<file path="config.mk">
export PLATFORM = sky130hd
export DESIGN_NAME = temperature_to_lcd_text_writer
export DESIGN_NICKNAME = d
export VERILOG_FILES = /design/src/design/tlcd_pkg.sv /design/src/design/tlcd_front.sv /design/src/design/tlcd_queue.sv /design/src/design/tlcd_back.sv /design/src/design/temperature_to_lcd_text_writer.sv
export SDC_FILE = /design/constraint.sdc
export NUM_CORES = 1
export LEC_CHECK = 0
export ABC_AREA = 1
export BUFFER_PORTS_ARGS = -buffer_cell sky130_fd_sc_hd__buf_2
export CORE_ASPECT_RATIO = 1.1
export CORE_UTILIZATION = 55
export CTS_CLUSTER_SIZE = 24
export DETAILED_ROUTE_END_ITERATION = 6
export PLACE_DENSITY = 0.83
export SETUP_SLACK_MARGIN = 0.1
export SLEW_MARGIN = 10
export SYNTH_ARGS = -nofsm -noshare
export SYNTH_HDL_FRONTEND = slang
export SYNTH_SLANG_ARGS = --single-unit
</file>
<file path="constraint.sdc">
create_clock -name clk -period 5.1 [get_ports clk]
set_input_delay 0.51 -clock clk [delete_from_list [all_inputs] [get_ports clk]]
set_output_delay 0.51 -clock clk [all_outputs]
set_load 0.005 [all_outputs]
</file>
<file path="src/design/tlcd_pkg.sv">
package tlcd_pkg;

	// Sizes of the configuration registers and the input reading
	localparam int RAW_W   = 12;
	localparam int ROW_W   = 2;
	localparam int COL_W   = 3;
	localparam int INT_W   = 8;
	localparam int BEAT_W  = 4;

	// Default depth of the queue between front and back
	localparam int QUEUE_DEPTH = 2;

	// Register reset values
	localparam logic [ROW_W-1:0] ROW_RESET = 2'd3;
	localparam logic [COL_W-1:0] COL_RESET = 3'd4;

	// Register indexes
	localparam logic REG_ROW = 1'b0;
	localparam logic REG_COL = 1'b1;

	// Characters
	localparam logic [7:0] CHAR_PLUS  = 8'h2B;
	localparam logic [7:0] CHAR_MINUS = 8'h2D;
	localparam logic [7:0] CHAR_DOT   = 8'h2E;
	localparam logic [7:0] CHAR_C     = 8'h43;
	localparam logic [7:0] CHAR_ZERO  = 8'h30;

	// Beat positions within one run of LCD writes
	localparam logic [BEAT_W-1:0] BEAT_ADDR  = 4'd0;
	localparam logic [BEAT_W-1:0] BEAT_SIGN  = 4'd1;
	localparam logic [BEAT_W-1:0] BEAT_HUNDS = 4'd2;
	localparam logic [BEAT_W-1:0] BEAT_TENS  = 4'd3;
	localparam logic [BEAT_W-1:0] BEAT_ONES  = 4'd4;
	localparam logic [BEAT_W-1:0] BEAT_DOT   = 4'd5;
	localparam logic [BEAT_W-1:0] BEAT_TENTH = 4'd6;
	localparam logic [BEAT_W-1:0] BEAT_HUNTH = 4'd7;
	localparam logic [BEAT_W-1:0] BEAT_UNIT  = 4'd8;

	// Decoded reading: sign, three integer digits, two fraction digits
	typedef struct packed {
		logic        neg;
		logic [11:0] int_bcd;
		logic [7:0]  frac_bcd;
	} text_t;

	// Set-address base of each text row
	function automatic logic [7:0] row_base(input logic [ROW_W-1:0] row);
		logic [7:0] base;
		case (row)
			2'd0: base = 8'h80;
			2'd1: base = 8'h90;
			2'd2: base = 8'h88;
			2'd3: base = 8'h98;
			default: base = 8'h80;
		endcase
		return base;
	endfunction

	// Sixteenths to hundredths, rounded half up, as two BCD digits
	function automatic logic [7:0] frac_to_bcd(input logic [3:0] f);
		logic [7:0] d;
		case (f)
			4'd0:  d = 8'h00;
			4'd1:  d = 8'h06;
			4'd2:  d = 8'h13;
			4'd3:  d = 8'h19;
			4'd4:  d = 8'h25;
			4'd5:  d = 8'h31;
			4'd6:  d = 8'h38;
			4'd7:  d = 8'h44;
			4'd8:  d = 8'h50;
			4'd9:  d = 8'h56;
			4'd10: d = 8'h63;
			4'd11: d = 8'h69;
			4'd12: d = 8'h75;
			4'd13: d = 8'h81;
			4'd14: d = 8'h88;
			4'd15: d = 8'h94;
			default: d = 8'h00;
		endcase
		return d;
	endfunction

	// Eight-bit binary to three BCD digits, shift and add three
	function automatic logic [11:0] bin_to_bcd(input logic [INT_W-1:0] bin);
		logic [11:0]      bcd;
		logic [INT_W-1:0] sh;
		bcd = '0;
		sh  = bin;
		for (int i = 0; i < INT_W; i++) begin
			if (bcd[3:0] >= 4'd5) bcd[3:0] = bcd[3:0] + 4'd3;
			if (bcd[7:4] >= 4'd5) bcd[7:4] = bcd[7:4] + 4'd3;
			if (bcd[11:8] >= 4'd5) bcd[11:8] = bcd[11:8] + 4'd3;
			bcd = {bcd[10:0], sh[INT_W-1]};
			sh  = {sh[INT_W-2:0], 1'b0};
		end
		return bcd;
	endfunction

endpackage

</file>
<file path="src/design/tlcd_front.sv">
module tlcd_front (
	input  logic                        clk,
	input  logic                        arst_n,
	input  logic                        in_valid,
	output logic                        in_ready,
	input  logic [tlcd_pkg::RAW_W-1:0]  raw_temp,
	output logic                        push_valid,
	input  logic                        push_ready,
	output tlcd_pkg::text_t             push_text
);

	logic                        v_s1;
	logic [tlcd_pkg::RAW_W-1:0]  raw_s1;
	logic                        neg;
	logic [tlcd_pkg::RAW_W-1:0]  mag;

	// Take a new reading whenever the stage is empty or drains this cycle
	assign in_ready = !v_s1 || push_ready;

	always_ff @(posedge clk or negedge arst_n) begin
		if (!arst_n) begin
			v_s1 <= 1'b0;
		end else if (in_ready) begin
			v_s1 <= in_valid;
		end
	end

	always_ff @(posedge clk) begin
		if (in_ready && in_valid) begin
			raw_s1 <= raw_temp;
		end
	end

	// Magnitude; the most negative reading negates to itself, read unsigned
	assign neg = raw_s1[tlcd_pkg::RAW_W-1];
	assign mag = neg ? (~raw_s1 + tlcd_pkg::RAW_W'(1)) : raw_s1;

	// Whole degrees are mag/16, the fraction never carries into them
	assign push_valid         = v_s1;
	assign push_text.neg      = neg;
	assign push_text.int_bcd  = tlcd_pkg::bin_to_bcd(mag[tlcd_pkg::RAW_W-1:4]);
	assign push_text.frac_bcd = tlcd_pkg::frac_to_bcd(mag[3:0]);

endmodule

</file>
<file path="src/design/tlcd_queue.sv">
module tlcd_queue #(
	parameter int Depth = tlcd_pkg::QUEUE_DEPTH
) (
	input  logic            clk,
	input  logic            arst_n,
	input  logic            push_valid,
	output logic            push_ready,
	input  tlcd_pkg::text_t push_text,
	output logic            pop_valid,
	input  logic            pop,
	output tlcd_pkg::text_t pop_text
);

	localparam int PtrW = (Depth > 1) ? $clog2(Depth) : 1;
	localparam int CntW = $clog2(Depth + 1);

	tlcd_pkg::text_t  mem_q [Depth];
	logic [PtrW-1:0]  wr_ptr_q;
	logic [PtrW-1:0]  rd_ptr_q;
	logic [CntW-1:0]  cnt_q;
	logic             do_push;
	logic             do_pop;

	assign push_ready = cnt_q != CntW'(Depth);
	assign pop_valid  = cnt_q != '0;
	assign do_push    = push_valid && push_ready;
	assign do_pop     = pop && pop_valid;
	assign pop_text   = mem_q[rd_ptr_q];

	// Advance pointers with wrap and track the fill level
	always_ff @(posedge clk or negedge arst_n) begin
		if (!arst_n) begin
			wr_ptr_q <= '0;
			rd_ptr_q <= '0;
			cnt_q    <= '0;
		end else begin
			if (do_push) begin
				wr_ptr_q <= (wr_ptr_q == PtrW'(Depth - 1)) ? '0 : wr_ptr_q + PtrW'(1);
			end
			if (do_pop) begin
				rd_ptr_q <= (rd_ptr_q == PtrW'(Depth - 1)) ? '0 : rd_ptr_q + PtrW'(1);
			end
			case ({do_push, do_pop})
				2'b10:   cnt_q <= cnt_q + CntW'(1);
				2'b01:   cnt_q <= cnt_q - CntW'(1);
				default: cnt_q <= cnt_q;
			endcase
		end
	end

	// Store the entry
	always_ff @(posedge clk) begin
		if (do_push) begin
			mem_q[wr_ptr_q] <= push_text;
		end
	end

	a_cnt_bound: assert property (@(posedge clk) disable iff (!arst_n)
		cnt_q <= CntW'(Depth))
		else $error("queue fill level beyond depth");

	a_push_full: assert property (@(posedge clk) disable iff (!arst_n)
		(cnt_q == CntW'(Depth) && !do_pop) |=> cnt_q == CntW'(Depth))
		else $error("full queue lost an entry");

endmodule

</file>
<file path="src/design/tlcd_back.sv">
module tlcd_back (
	input  logic                        clk,
	input  logic                        arst_n,
	input  logic [tlcd_pkg::ROW_W-1:0]  display_row,
	input  logic [tlcd_pkg::COL_W-1:0]  display_col,
	input  logic                        pop_valid,
	output logic                        pop,
	input  tlcd_pkg::text_t             pop_text,
	output logic                        m_tvalid,
	input  logic                        m_tready,
	output logic [7:0]                  m_tdata,
	output logic                        m_tuser,
	output logic                        m_tlast
);

	logic [tlcd_pkg::BEAT_W-1:0] beat_q;
	logic                        valid_q;
	logic [7:0]                  byte_q;
	logic                        data_q;
	logic                        last_q;
	logic                        load;
	logic [7:0]                  beat_byte;

	// Load the next beat when the output register is free or being taken
	assign load = pop_valid && (!valid_q || m_tready);
	assign pop  = load && (beat_q == tlcd_pkg::BEAT_UNIT);

	// Select the byte of the current beat
	always_comb begin
		case (beat_q)
			tlcd_pkg::BEAT_ADDR:
				beat_byte = tlcd_pkg::row_base(display_row) + {5'b0, display_col};
			tlcd_pkg::BEAT_SIGN:
				beat_byte = pop_text.neg ? tlcd_pkg::CHAR_MINUS : tlcd_pkg::CHAR_PLUS;
			tlcd_pkg::BEAT_HUNDS:
				beat_byte = tlcd_pkg::CHAR_ZERO | {4'b0, pop_text.int_bcd[11:8]};
			tlcd_pkg::BEAT_TENS:
				beat_byte = tlcd_pkg::CHAR_ZERO | {4'b0, pop_text.int_bcd[7:4]};
			tlcd_pkg::BEAT_ONES:
				beat_byte = tlcd_pkg::CHAR_ZERO | {4'b0, pop_text.int_bcd[3:0]};
			tlcd_pkg::BEAT_DOT:
				beat_byte = tlcd_pkg::CHAR_DOT;
			tlcd_pkg::BEAT_TENTH:
				beat_byte = tlcd_pkg::CHAR_ZERO | {4'b0, pop_text.frac_bcd[7:4]};
			tlcd_pkg::BEAT_HUNTH:
				beat_byte = tlcd_pkg::CHAR_ZERO | {4'b0, pop_text.frac_bcd[3:0]};
			tlcd_pkg::BEAT_UNIT:
				beat_byte = tlcd_pkg::CHAR_C;
			default:
				beat_byte = tlcd_pkg::CHAR_C;
		endcase
	end

	// Advance the beat counter and hold the output until taken
	always_ff @(posedge clk or negedge arst_n) begin
		if (!arst_n) begin
			beat_q  <= tlcd_pkg::BEAT_ADDR;
			valid_q <= 1'b0;
		end else begin
			if (load) begin
				beat_q <= pop ? tlcd_pkg::BEAT_ADDR : beat_q + tlcd_pkg::BEAT_W'(1);
			end
			if (load) begin
				valid_q <= 1'b1;
			end else if (m_tready) begin
				valid_q <= 1'b0;
			end
		end
	end

	always_ff @(posedge clk) begin
		if (load) begin
			byte_q <= beat_byte;
			data_q <= beat_q != tlcd_pkg::BEAT_ADDR;
			last_q <= beat_q == tlcd_pkg::BEAT_UNIT;
		end
	end

	assign m_tvalid = valid_q;
	assign m_tdata  = byte_q;
	assign m_tuser  = data_q;
	assign m_tlast  = last_q;

	a_beat_range: assert property (@(posedge clk) disable iff (!arst_n)
		beat_q <= tlcd_pkg::BEAT_UNIT)
		else $error("beat counter out of range");

	a_last_is_data: assert property (@(posedge clk) disable iff (!arst_n)
		(valid_q && last_q) |-> data_q)
		else $error("last beat marked as command");

	a_cmd_addr: assert property (@(posedge clk) disable iff (!arst_n)
		(valid_q && !data_q) |-> byte_q[7])
		else $error("command beat without set-address bit");

	a_pop_wraps: assert property (@(posedge clk) disable iff (!arst_n)
		pop |=> beat_q == tlcd_pkg::BEAT_ADDR)
		else $error("counter did not restart after last beat");

endmodule

</file>
<file path="src/design/temperature_to_lcd_text_writer.sv">
// Temperature to character-LCD text writer.
// Slave stream: one beat per raw sensor reading, s_tdata[11:0] two's
// complement in 1/16 degree C. Master stream: LCD bus writes, m_tdata the
// byte, m_tuser high for character data and low for a command, m_tlast on
// the final write. Each reading gives nine beats: a set-address command
// (row base plus column), then sign, three integer digits, '.', two
// fraction digits and 'C', hundredths rounded half up.
// The first beat of a reading passes the front stage register, the text
// queue and the back-end output register. The serializer emits one write
// per cycle while a reading is queued and the receiver is ready; the front
// stage and the two-entry text queue keep taking readings meanwhile.
// When the receiver stalls, the output beat holds and the queue fills;
// s_tready drops once the front stage and the queue are full.
// Reset clears all streams, empties the queue and sets row 3, column 4.
// APB registers: 0x0 display_row, 0x4 display_col; write while idle.
module temperature_to_lcd_text_writer #(
	parameter int QueueDepth = tlcd_pkg::QUEUE_DEPTH
) (
	input  logic        clk,
	input  logic        arst_n,
	// APB configuration
	input  logic        psel,
	input  logic        penable,
	input  logic        pwrite,
	input  logic [2:0]  paddr,
	input  logic [31:0] pwdata,
	output logic [31:0] prdata,
	output logic        pready,
	// Readings in
	input  logic        s_tvalid,
	output logic        s_tready,
	input  logic [15:0] s_tdata,  // [11:0] raw_temp, [15:12] zero
	// LCD writes out
	output logic        m_tvalid,
	input  logic        m_tready,
	output logic [7:0]  m_tdata,  // [7:0] bus_byte
	output logic        m_tuser,  // [0] is_data
	output logic        m_tlast
);

	logic [tlcd_pkg::ROW_W-1:0] row_q;
	logic [tlcd_pkg::COL_W-1:0] col_q;
	logic                       cfg_wr;
	logic                       push_valid;
	logic                       push_ready;
	tlcd_pkg::text_t            push_text;
	logic                       pop_valid;
	logic                       pop;
	tlcd_pkg::text_t            pop_text;

	// Configuration registers
	assign pready = 1'b1;
	assign cfg_wr = psel && penable && pwrite && pready;

	always_ff @(posedge clk or negedge arst_n) begin
		if (!arst_n) begin
			row_q <= tlcd_pkg::ROW_RESET;
			col_q <= tlcd_pkg::COL_RESET;
		end else if (cfg_wr) begin
			case (paddr[2])
				tlcd_pkg::REG_ROW: row_q <= pwdata[tlcd_pkg::ROW_W-1:0];
				tlcd_pkg::REG_COL: col_q <= pwdata[tlcd_pkg::COL_W-1:0];
				default:           row_q <= row_q;
			endcase
		end
	end

	assign prdata = (paddr[2] == tlcd_pkg::REG_COL) ? {29'b0, col_q} : {30'b0, row_q};

	tlcd_front u_front (
		.clk        (clk),
		.arst_n     (arst_n),
		.in_valid   (s_tvalid),
		.in_ready   (s_tready),
		.raw_temp   (s_tdata[tlcd_pkg::RAW_W-1:0]),
		.push_valid (push_valid),
		.push_ready (push_ready),
		.push_text  (push_text)
	);

	tlcd_queue #(
		.Depth (QueueDepth)
	) u_queue (
		.clk        (clk),
		.arst_n     (arst_n),
		.push_valid (push_valid),
		.push_ready (push_ready),
		.push_text  (push_text),
		.pop_valid  (pop_valid),
		.pop        (pop),
		.pop_text   (pop_text)
	);

	tlcd_back u_back (
		.clk         (clk),
		.arst_n      (arst_n),
		.display_row (row_q),
		.display_col (col_q),
		.pop_valid   (pop_valid),
		.pop         (pop),
		.pop_text    (pop_text),
		.m_tvalid    (m_tvalid),
		.m_tready    (m_tready),
		.m_tdata     (m_tdata),
		.m_tuser     (m_tuser),
		.m_tlast     (m_tlast)
	);

endmodule
</file>
== Yosys cells after proc, flatten, opt, wreduce, memory -nomap -nowiden ==
Memory sizes are Yosys's and may differ from the RTL's.
Cells that the tools add are included.

* Add/sub/neg operators: 14
* Magnitude comparators: 7
* Equal/unequal tests: 14
* Muxes and demuxes: 21
* Bitwise operators: 2
* Reductions and logical operators: 19

{| class="wikitable"
|+ Operators by type and width
! kind !! number
|-
| 8-bit one-hot mux with 8 select lines || 1
|-
| 4-bit two-way mux || 8
|-
| 8-bit one-hot mux with 4 select lines || 1
|-
| 4-bit by 2-bit adder with 4-bit output, second input constant || 5
|-
| 4-bit by 3-bit greater-or-equal comparator with 1-bit output, second input constant || 5
|-
| 4-bit by 3-bit equality test with 1-bit output, second input constant || 4
|-
| 12-bit by 1-bit adder with 12-bit output, second input constant || 1
|-
| 12-bit two-way mux || 1
|-
| 12-bit NOT || 1
|-
| 3-bit by 2-bit adder with 4-bit output, second input constant || 2
|-
| 8-bit by 3-bit adder with 8-bit output || 1
|-
| 4-bit by 2-bit equality test with 1-bit output, second input constant || 2
|-
| 8-bit two-way mux || 1
|-
| 1-bit logical AND || 7
|-
| 2-bit equality test, second input constant || 3
|-
| 3-bit greater-or-equal comparator, second input constant || 2
|-
| 1-bit two-way mux || 6
|-
| 3-bit two-way mux || 2
|-
| 2-bit nonzero test || 3
|-
| 4-bit by 1-bit adder with 4-bit output, second input constant || 1
|-
| 2-bit by 1-bit equality test with 1-bit output, second input constant || 2
|-
| 4-bit by 1-bit equality test with 1-bit output, second input constant || 1
|-
| 4-bit equality test, second input constant || 1
|-
| 4-bit zero test || 1
|-
| other kinds (11) || 15
|}

* Bits in registers: 37
* RAM bits: 38
* Memory bits (read-only): 128
* Input bits: 58
* Output and inout port bits: 45
* Logic and storage cells: 91
* Memories: 2

{| class="wikitable"
|+ Memory list
! name !! depth !! width !! read ports !! clocked after memory_dff !! write ports !! RTL line !! text
|-
| (no name shown) || 16 || 8 || 1 || 0 || 0 || tlcd_pkg.sv:62 || <nowiki>case (f)</nowiki>
|-
| u_queue.mem_q || 2 || 19 || 1 || 0 || 1 || tlcd_queue.sv:17 || <nowiki>tlcd_pkg::text_t mem_q [Depth];</nowiki>
|}

== Depth between registers and ports, before layout ==
Gate-level depths: netlist of run 1.

* Depth in word-level cells: 13
* Gate-level depth with buffers: 36
* Depth with buffers taken out: 36

== Modules after synthesis ==
A second synthesis of run 1 with hierarchy kept.

* Cells, all modules: 576
* Area, all modules: 4957.3 um^2

{| class="wikitable"
|+ Modules (own cells, without submodules)
! module !! instances !! cells an instance !! area an instance (um^2) !! seq. area each (um^2)
|-
| tlcd_queue || 1 || 139 || 1770.4 || 1361.3
|-
| tlcd_front || 1 || 244 || 1659.1 || 385.4
|-
| tlcd_back || 1 || 126 || 1027.2 || 425.4
|-
| temperature_to_lcd_text_writer || 1 || 67 || 500.5 || 128.9
|}

== Worst setup path after synthesis of run 1 ==
OpenSTA, ideal clock, no wires.

* Path kind: reg-to-reg
* From: reg u_front.raw_s1[0] (netlist name)
* To: mem u_queue.mem_q[0][12] (netlist name), data pin
* Setup time: 261 ps
* Arrival time: 4010 ps
* Data required time: 4839 ps
* Slack: 829 ps
* Cell stages (with the launch flop): 31
* Path buffers: 0
* Period minus slack after synthesis: 4271 ps
* Path through: edfxtp_1 inv_1 ha_1 nand2_2 o21ai_2 nand3_2 nand2_2 nand2_2 nand2_1 inv_1 ha_1 or2_2 nand3_4 nand2_2 nand2_1 nand2_2 ha_1 or2_2 nand3_2 nand2_2 nand2_1 and2_4 ha_1 inv_1 nor2_1 inv_1 nand3_2 nand2_2 o21ai_2 nand2_4 xor2_1

{| class="wikitable"
|+ RTL lines
! what !! RTL line !! text
|-
| start: declaration || tlcd_front.sv:13 || <nowiki>logic [tlcd_pkg::RAW_W-1:0] raw_s1;</nowiki>
|-
| start signal: assignment || tlcd_front.sv:30 || <nowiki>raw_s1 <= raw_temp;</nowiki>
|-
| end: declaration || tlcd_queue.sv:17 ||
|}

==> reports/metrics.csv, run 1 <==
metric;value;unit
synth_top_area_frac;0.404;
synth_top_cell_by_area;edfxtp_1;
firstDrtPassIters;4;
arrival;4740;ps
syn2layout_area_growth;10.3;%
drv_slew;0;
final_core_util;0.625;
grt_overflow;0;
antenna_cells;0;
layout_setup_ws;454;ps
synth_xor_area_frac;0.0216;
final_antenna_net_count;0;
die_area;8470;µm²
drt_iter0_markers;165;
r2r_start;u_front.raw_s1[0];
timing.fmax;215;MHz
core.rowCount;34;
synth-seq-cells;75;
critPathCapture;u_queue.mem_q[0][9];
clkSinkCount;75;
async_flop_share;0.200;
holdWs;61.3;ps
via_per_inst;4.97;
outcome;finished, final reports clean;
cp_data_required_time;5190;ps
synth_edf_count;60;
die_h;96.4;µm
design.core.area;7870;µm²
fin_setup_tns;0;ps
period_share;0.911;
die_w;87.9;µm
yosysUniqueCellTypes;50;
h-tree-depth;3;
final_cell_area;4920;µm²
synth-compound-area-share;0.0850;
drt_wl_total;7940;µm
hp-class;primary input to async pin;
synth_warnings;0;
grt.total_usage;0.209;
timing.final.hold_violations;0;
path_common_cell;nand2_2;
clk_latency;350;ps
synth_top_family_by_area;simple AND/OR/NAND/NOR gates;
startpoint;u_front.raw_s1[0];
fillerInstances;626;
port-buffer-count;37;
fin_cells;655;
start_kind;flop;
synth-main-ff-cell;edfxtp_1;
r2r_end;u_queue.mem_q[0][9];
worstMarginPinSlew;646;ps
avgSynthCellArea;9.03;µm²
cap_violations;0;
synth_fa_ha_area_frac;0.0393;
synth_cells;494;
setup_viol;0;
post-place-cells;635;
gp_congestion;0.884;
drive_above_1_share;0.210;
cts_tree;yes;
synth_simple_gate_area_share;0.235;
reg2reg_depth;33;
cp_max_fo;5;
worstSetupPathType;flop to flop;
vias;3253;
slowest_stage;edfxtp_1;
num_io_pins;103;
r2r_setup_slack;450;ps
cts_root_buffer;clkbuf_8;
antenna_found_initial;0;
rsz0062_at_grt;no;
cts_max_path_buffers;2;
leakage;2.29;nW
drc;0;
peakVddDrop;0.217;mV
fin_nets;614;
max_slew_margin;0.568;
dpl_worst_slack;406;ps
dpl.hpwl;5970;µm
wl_per_cell;12.1;µm
synth_area;4460;µm²
cpPeakStageDelay;380;ps
grt_pass1_vias;3134;
path_clk_slew;80;ps
dpl_cell_area;4660;µm²
cts_buffers;9;
clock_skew;10.6;ps
start_util;0.567;
min_period;4650;ps
synth.area.mux_share;0.00701;
grt_pass1_wl;13500;µm
power;2.82;mW
ys_seq_area_frac;0.489;
grt_max_degree;20;
critPathCaptureType;flop;
ys_top_cells_by_area;edfxtp_1 (40%), nand2_1 (8.6%), dfrtp_1 (6.7%);
power_density;573;nW/µm²
==> worst min path at each step <==
stage	from	endpoint	slack (ps)	cells past startpoint
2_1_floorplan	arst_n	col_q[0]	210	0
3_5_place_dp	arst_n	u_queue.cnt_q[1]	450	1
3_3_place_gp	arst_n	u_queue.cnt_q[1]	440	1
6_report	arst_n	u_back.m_tvalid	60	1
5_1_grt	arst_n	u_back.m_tvalid	60	1
4_1_cts	arst_n	u_back.m_tvalid	60	1
==> registers in the layout (all words and copies together) (netlist names) <==
| name | cells |
|---|---|
| row_q | 2 |
| u_queue.rd_ptr_q | 1 |
| u_back.m_tlast | 1 |
| u_queue.wr_ptr_q | 1 |
| col_q | 3 |
| u_back.beat_q | 4 |
| u_queue.cnt_q | 2 |
| u_back.m_tvalid | 1 |
| u_queue.mem_q | 38 |
| u_back.m_tdata | 8 |
| u_front.raw_s1 | 12 |
| u_front.push_valid | 1 |
| u_back.m_tuser | 1 |
==> what timing repair did <==
| item | CTS | global route |
|---|---|---|
| hold buffers | 0 | 0 |
| setup buffers | 0 | 4 |
| resized for setup | 0 | 4 |
| setup endpoints to repair | 0 | 8 |
==> worst max-delay path, delay by kind of cell, from the launching register on <==
family / cells / cell delay [ps]
and+or+nand+nor: 24 / 2760
adders and majority gates: 4 / 730
DFF: 1 / 380
buffers and inverters: 4 / 310
AOI/OAI and AO/OA: 1 / 190
==> cell families (layout without fill, tap and decap cells) <==
kind of cell	Yosys count	count (layout)
AND/OR/NAND/NOR	216	216
adder cells (fa/ha/maj)	14	14
AO/OA/AOI/OAI	60	60
flip-flops	75	75
buffers and inverters	113	138
multiplexers	3	3
XOR/XNOR	11	11
other	2	30
==> cell usage in the layout (no fill, tap or decap), drive strengths merged, types with 2 or more instances in the layout <==
cell type  synthesis  routed
nor4               2       2
nand4              3       3
nor3               4       4
clkinv             1       4
dfstp              3       3
o21ai             30      30
o211ai             2       2
or2                2       2
inv               77      77
bufinv             0       2
buf               32      44
dfrtp             12      12
clkbuf             3      10
xor2               8       8
nand2            122     122
edfxtp            60      60
xnor2              3       3
mux2i              2       2
conb               2      30
o31ai              2       2
ha                14      14
nor2              43      43
a221oi             3       3
a21oi             14      14
nand3             36      36
==> layer usage <==
layer,routed length (µm),global-route usage,share of wire
met5,0,0,0
met2,4230,0.385,0.53
met4,192,0.0984,0.024
met3,266,0.0442,0.034
met1,3250,0.229,0.41
==> area by class of cell <==
class	count	area [µm²]	share of cell area
flip-flops and latches	75	2180	0.443
multi-input cells	334	1850	0.377
inverters	78	294	0.0598
repair buffers	44	238	0.0483
well taps	108	135	0.0275
clock buffers	10	128	0.0259
clock inverters	6	90.1	0.0183
==> cells in the mapped netlist, types with 3 or more instances <==
cell type  number
nor3_1          4
nand3_4         3
nand2_2        18
clkbuf_1        3
buf_4          30
dfrtp_1        12
inv_1          74
inv_2           3
edfxtp_1       60
a221oi_1        3
xnor2_1         3
nand2_1       102
o21ai_2         5
xor2_1          8
o21ai_1         3
nand3_1        25
o21ai_0        22
ha_1           14
a21oi_1        14
nand3_2         8
nor2_1         40
dfstp_2         3
==> where the power goes <==
group | internal (mW) | total (mW) | leakage [nW] | switching (mW)
registers | 1.01 | 1.12 | 0.744 | 0.111
clock network | 0.276 | 0.492 | 0.106 | 0.215
logic | 0.412 | 1.20 | 1.44 | 0.793
Power figures use the tool's default switching activity.
==> inputs of run 2 (changes only) <==
==> constraint.sdc (replaced) <==
create_clock -name clk -period 5.1 [get_ports clk]
set_input_delay 0.765 -clock clk [delete_from_list [all_inputs] [get_ports clk]]
set_output_delay 0.765 -clock clk [all_outputs]
set_load 0.005 [all_outputs]
==> run 2 against run 1 <==
Power rose by 0.89%. Count of clock-buffer cells in the layout fell by 1. Wire length rose by 4.5%. Sequential share of layout area fell by 0.44 points. Largest power group unchanged. Highest routed layer unchanged.
==> reports/metrics.csv, run 2 (synthesized netlist as in run 1, its figures left out) <==
metric;value;unit;change
clkSinkCount;75;;unchanged
start_kind;flop;;unchanged
leakage;2.31;nW;was 2.29 nW
cts_root_buffer;clkbuf_8;;unchanged
design.core.area;7870;µm²;unchanged
final_antenna_net_count;0;;unchanged
multi_input_area;1880;µm²;was 1850 µm²
fin_setup_tns;0;ps;unchanged
worstSetupPathType;flop to flop;;unchanged
rsz0062_at_grt;no;;unchanged
vias;3274;;was 3253
drt_iter0_markers;180;;was 165
max_slew_margin;0.556;;was 0.568
cp_max_fo;5;;unchanged
grt.total_usage;0.208;;was 0.209
outcome;finished, final reports clean;;unchanged
largest_register;u_queue.mem_q;;unchanged
h-tree-depth;3;;unchanged
antenna_found_initial;0;;unchanged
final_common_cell;nand2_1;;unchanged
cpPeakStageDelay;410;ps;was 380 ps
period_share;0.906;;was 0.911
arrival;4710;ps;was 4740 ps
path_clk_slew;90;ps;was 80 ps
cap_violations;0;;unchanged
slowest_stage;edfxtp_1;;unchanged
cp_data_required_time;5190;ps;about the same
drc;0;;unchanged
cts_max_path_buffers;2;;unchanged
largest_reg_flops;38;;unchanged
grt_pass1_vias;3004;;was 3134
clock_skew;13.9;ps;was 10.6 ps
timing.final.hold_violations;0;;unchanged
hp-class;primary input to async pin;;unchanged
dpl_cell_area;4660;µm²;unchanged
grt_pass1_wl;13200;µm;was 13500 µm
antenna_cells;0;;unchanged
dpl.hpwl;6040;µm;was 5970 µm
die_area;8470;µm²;unchanged
drv_slew;0;;unchanged
power_density;573;nW/µm²;about the same
via_per_inst;4.98;;was 4.97
drive_above_1_share;0.220;;was 0.210
holdWs;311;ps;was 61.3 ps
grt_max_degree;20;;unchanged
setup_viol;0;;unchanged
final_cell_area;4970;µm²;was 4920 µm²
cts_tree;yes;;unchanged
fillerInstances;635;;was 626
syn2layout_area_growth;11.4;%;was 10.3%
path_common_cell;nand2_2;;unchanged
die_h;96.4;µm;unchanged
core.rowCount;34;;unchanged
timing.fmax;216;MHz;was 215 MHz
num_io_pins;103;;unchanged
layout_common_cells;nand2_1 (102), inv_1 (72), edfxtp_1 (60), nor2_1 (39), buf_2 (37);;was nand2_1 (102), inv_1 (72), edfxtp_1 (60), nor2_1 (40), buf_2 (37)
ff_latch_area;2180;µm²;unchanged
min_period;4620;ps;was 4650 ps
peakVddDrop;0.217;mV;about the same
firstDrtPassIters;5;;was 4
power;2.85;mW;was 2.82 mW
cts_buffers;9;;unchanged
worstMarginPinSlew;664;ps;was 646 ps
port-buffer-count;37;;unchanged
grt_overflow;0;;unchanged
drt_wl_total;8300;µm;was 7940 µm
start_util;0.567;;unchanged
die_w;87.9;µm;unchanged
fin_nets;616;;was 614
critPathCaptureType;flop;;unchanged
wl_per_cell;12.6;µm;was 12.1 µm
gp_congestion;0.884;;about the same
clk_latency;350;ps;about the same
run 2: cell count changes in the layout (fill, tap and decap cells not counted), moves of 2 or more:
cell / before / now
nand2_2: 18 / 16
inv_6: 0 / 2
buf_4: 7 / 9
nand2_4: 2 / 4
run 2: worst max-delay path: cells and delay by family (launching register included):
kind          cells  cell delay (ps)
buf+inv           5              360
simple gates     26             2810
fa+ha+maj         4              770
flops             1              410
run 2: path summary, 6_finish.rpt:
path | startpoint | end | slack (ps) | cells after the start
min in group clk | row_q[1] | row_q[1] | 500 | 2
hold reg to reg | row_q[1] | row_q[1] | 500 | 2
hold / removal | arst_n | u_back.m_tvalid | 310 | 1
max in group asynchronous | arst_n | col_q[2] | 4470 | 1
setup reg to reg | u_front.raw_s1[1] | u_queue.mem_q[0][9] | 480 | 35
setup / recovery | u_front.raw_s1[1] | u_queue.mem_q[0][9] | 480 | 35
run 2: report_power, final:
part / internal [mW] / leakage, nW / switching [mW]
Sequential: 1.01 / 0.744 / 0.114
Clock: 0.279 / 0.110 / 0.225
Combinational: 0.417 / 1.46 / 0.797
Total: 1.71 / 2.31 / 1.14
run 2: per-stage QoR:
stage | std cells | utilization | setup slack (ps)
6_report | 657 | 0.631 | 480
4_1_cts | 651 | 0.621 | 321
3_5_place_dp | 635 | 0.592 | 378
3_3_place_gp | 635 | 0.592 | 529
5_1_grt | 657 | 0.631 | 90.5
2_1_floorplan | 522 | - | 829
run 2: final cells by class:
class | count | share of cell area
sequential | 75 | 0.439
timing repair buffer | 46 | 0.0509
clock buffer | 9 | 0.0249
clock inverter | 7 | 0.0199
multi-input combinational | 334 | 0.379
tap | 108 | 0.0272
inverter | 78 | 0.0592
run 2: repair_timing:
action	4_1_cts	5_1_grt
setup buffers	0	6
gates resized for setup	0	10
setup endpoints to repair	0	12
hold buffers	0	0
run 2: per-layer routing:
layer,routed length [µm],up-vias,track usage,part of all wire
li1,-,1651,-,-
met1,3250,1512,0.221,0.39
met2,4570,96,0.397,0.55
met3,329,15,0.0442,0.040
met4,142,0,0.0806,0.017
met5,0,-,0,0
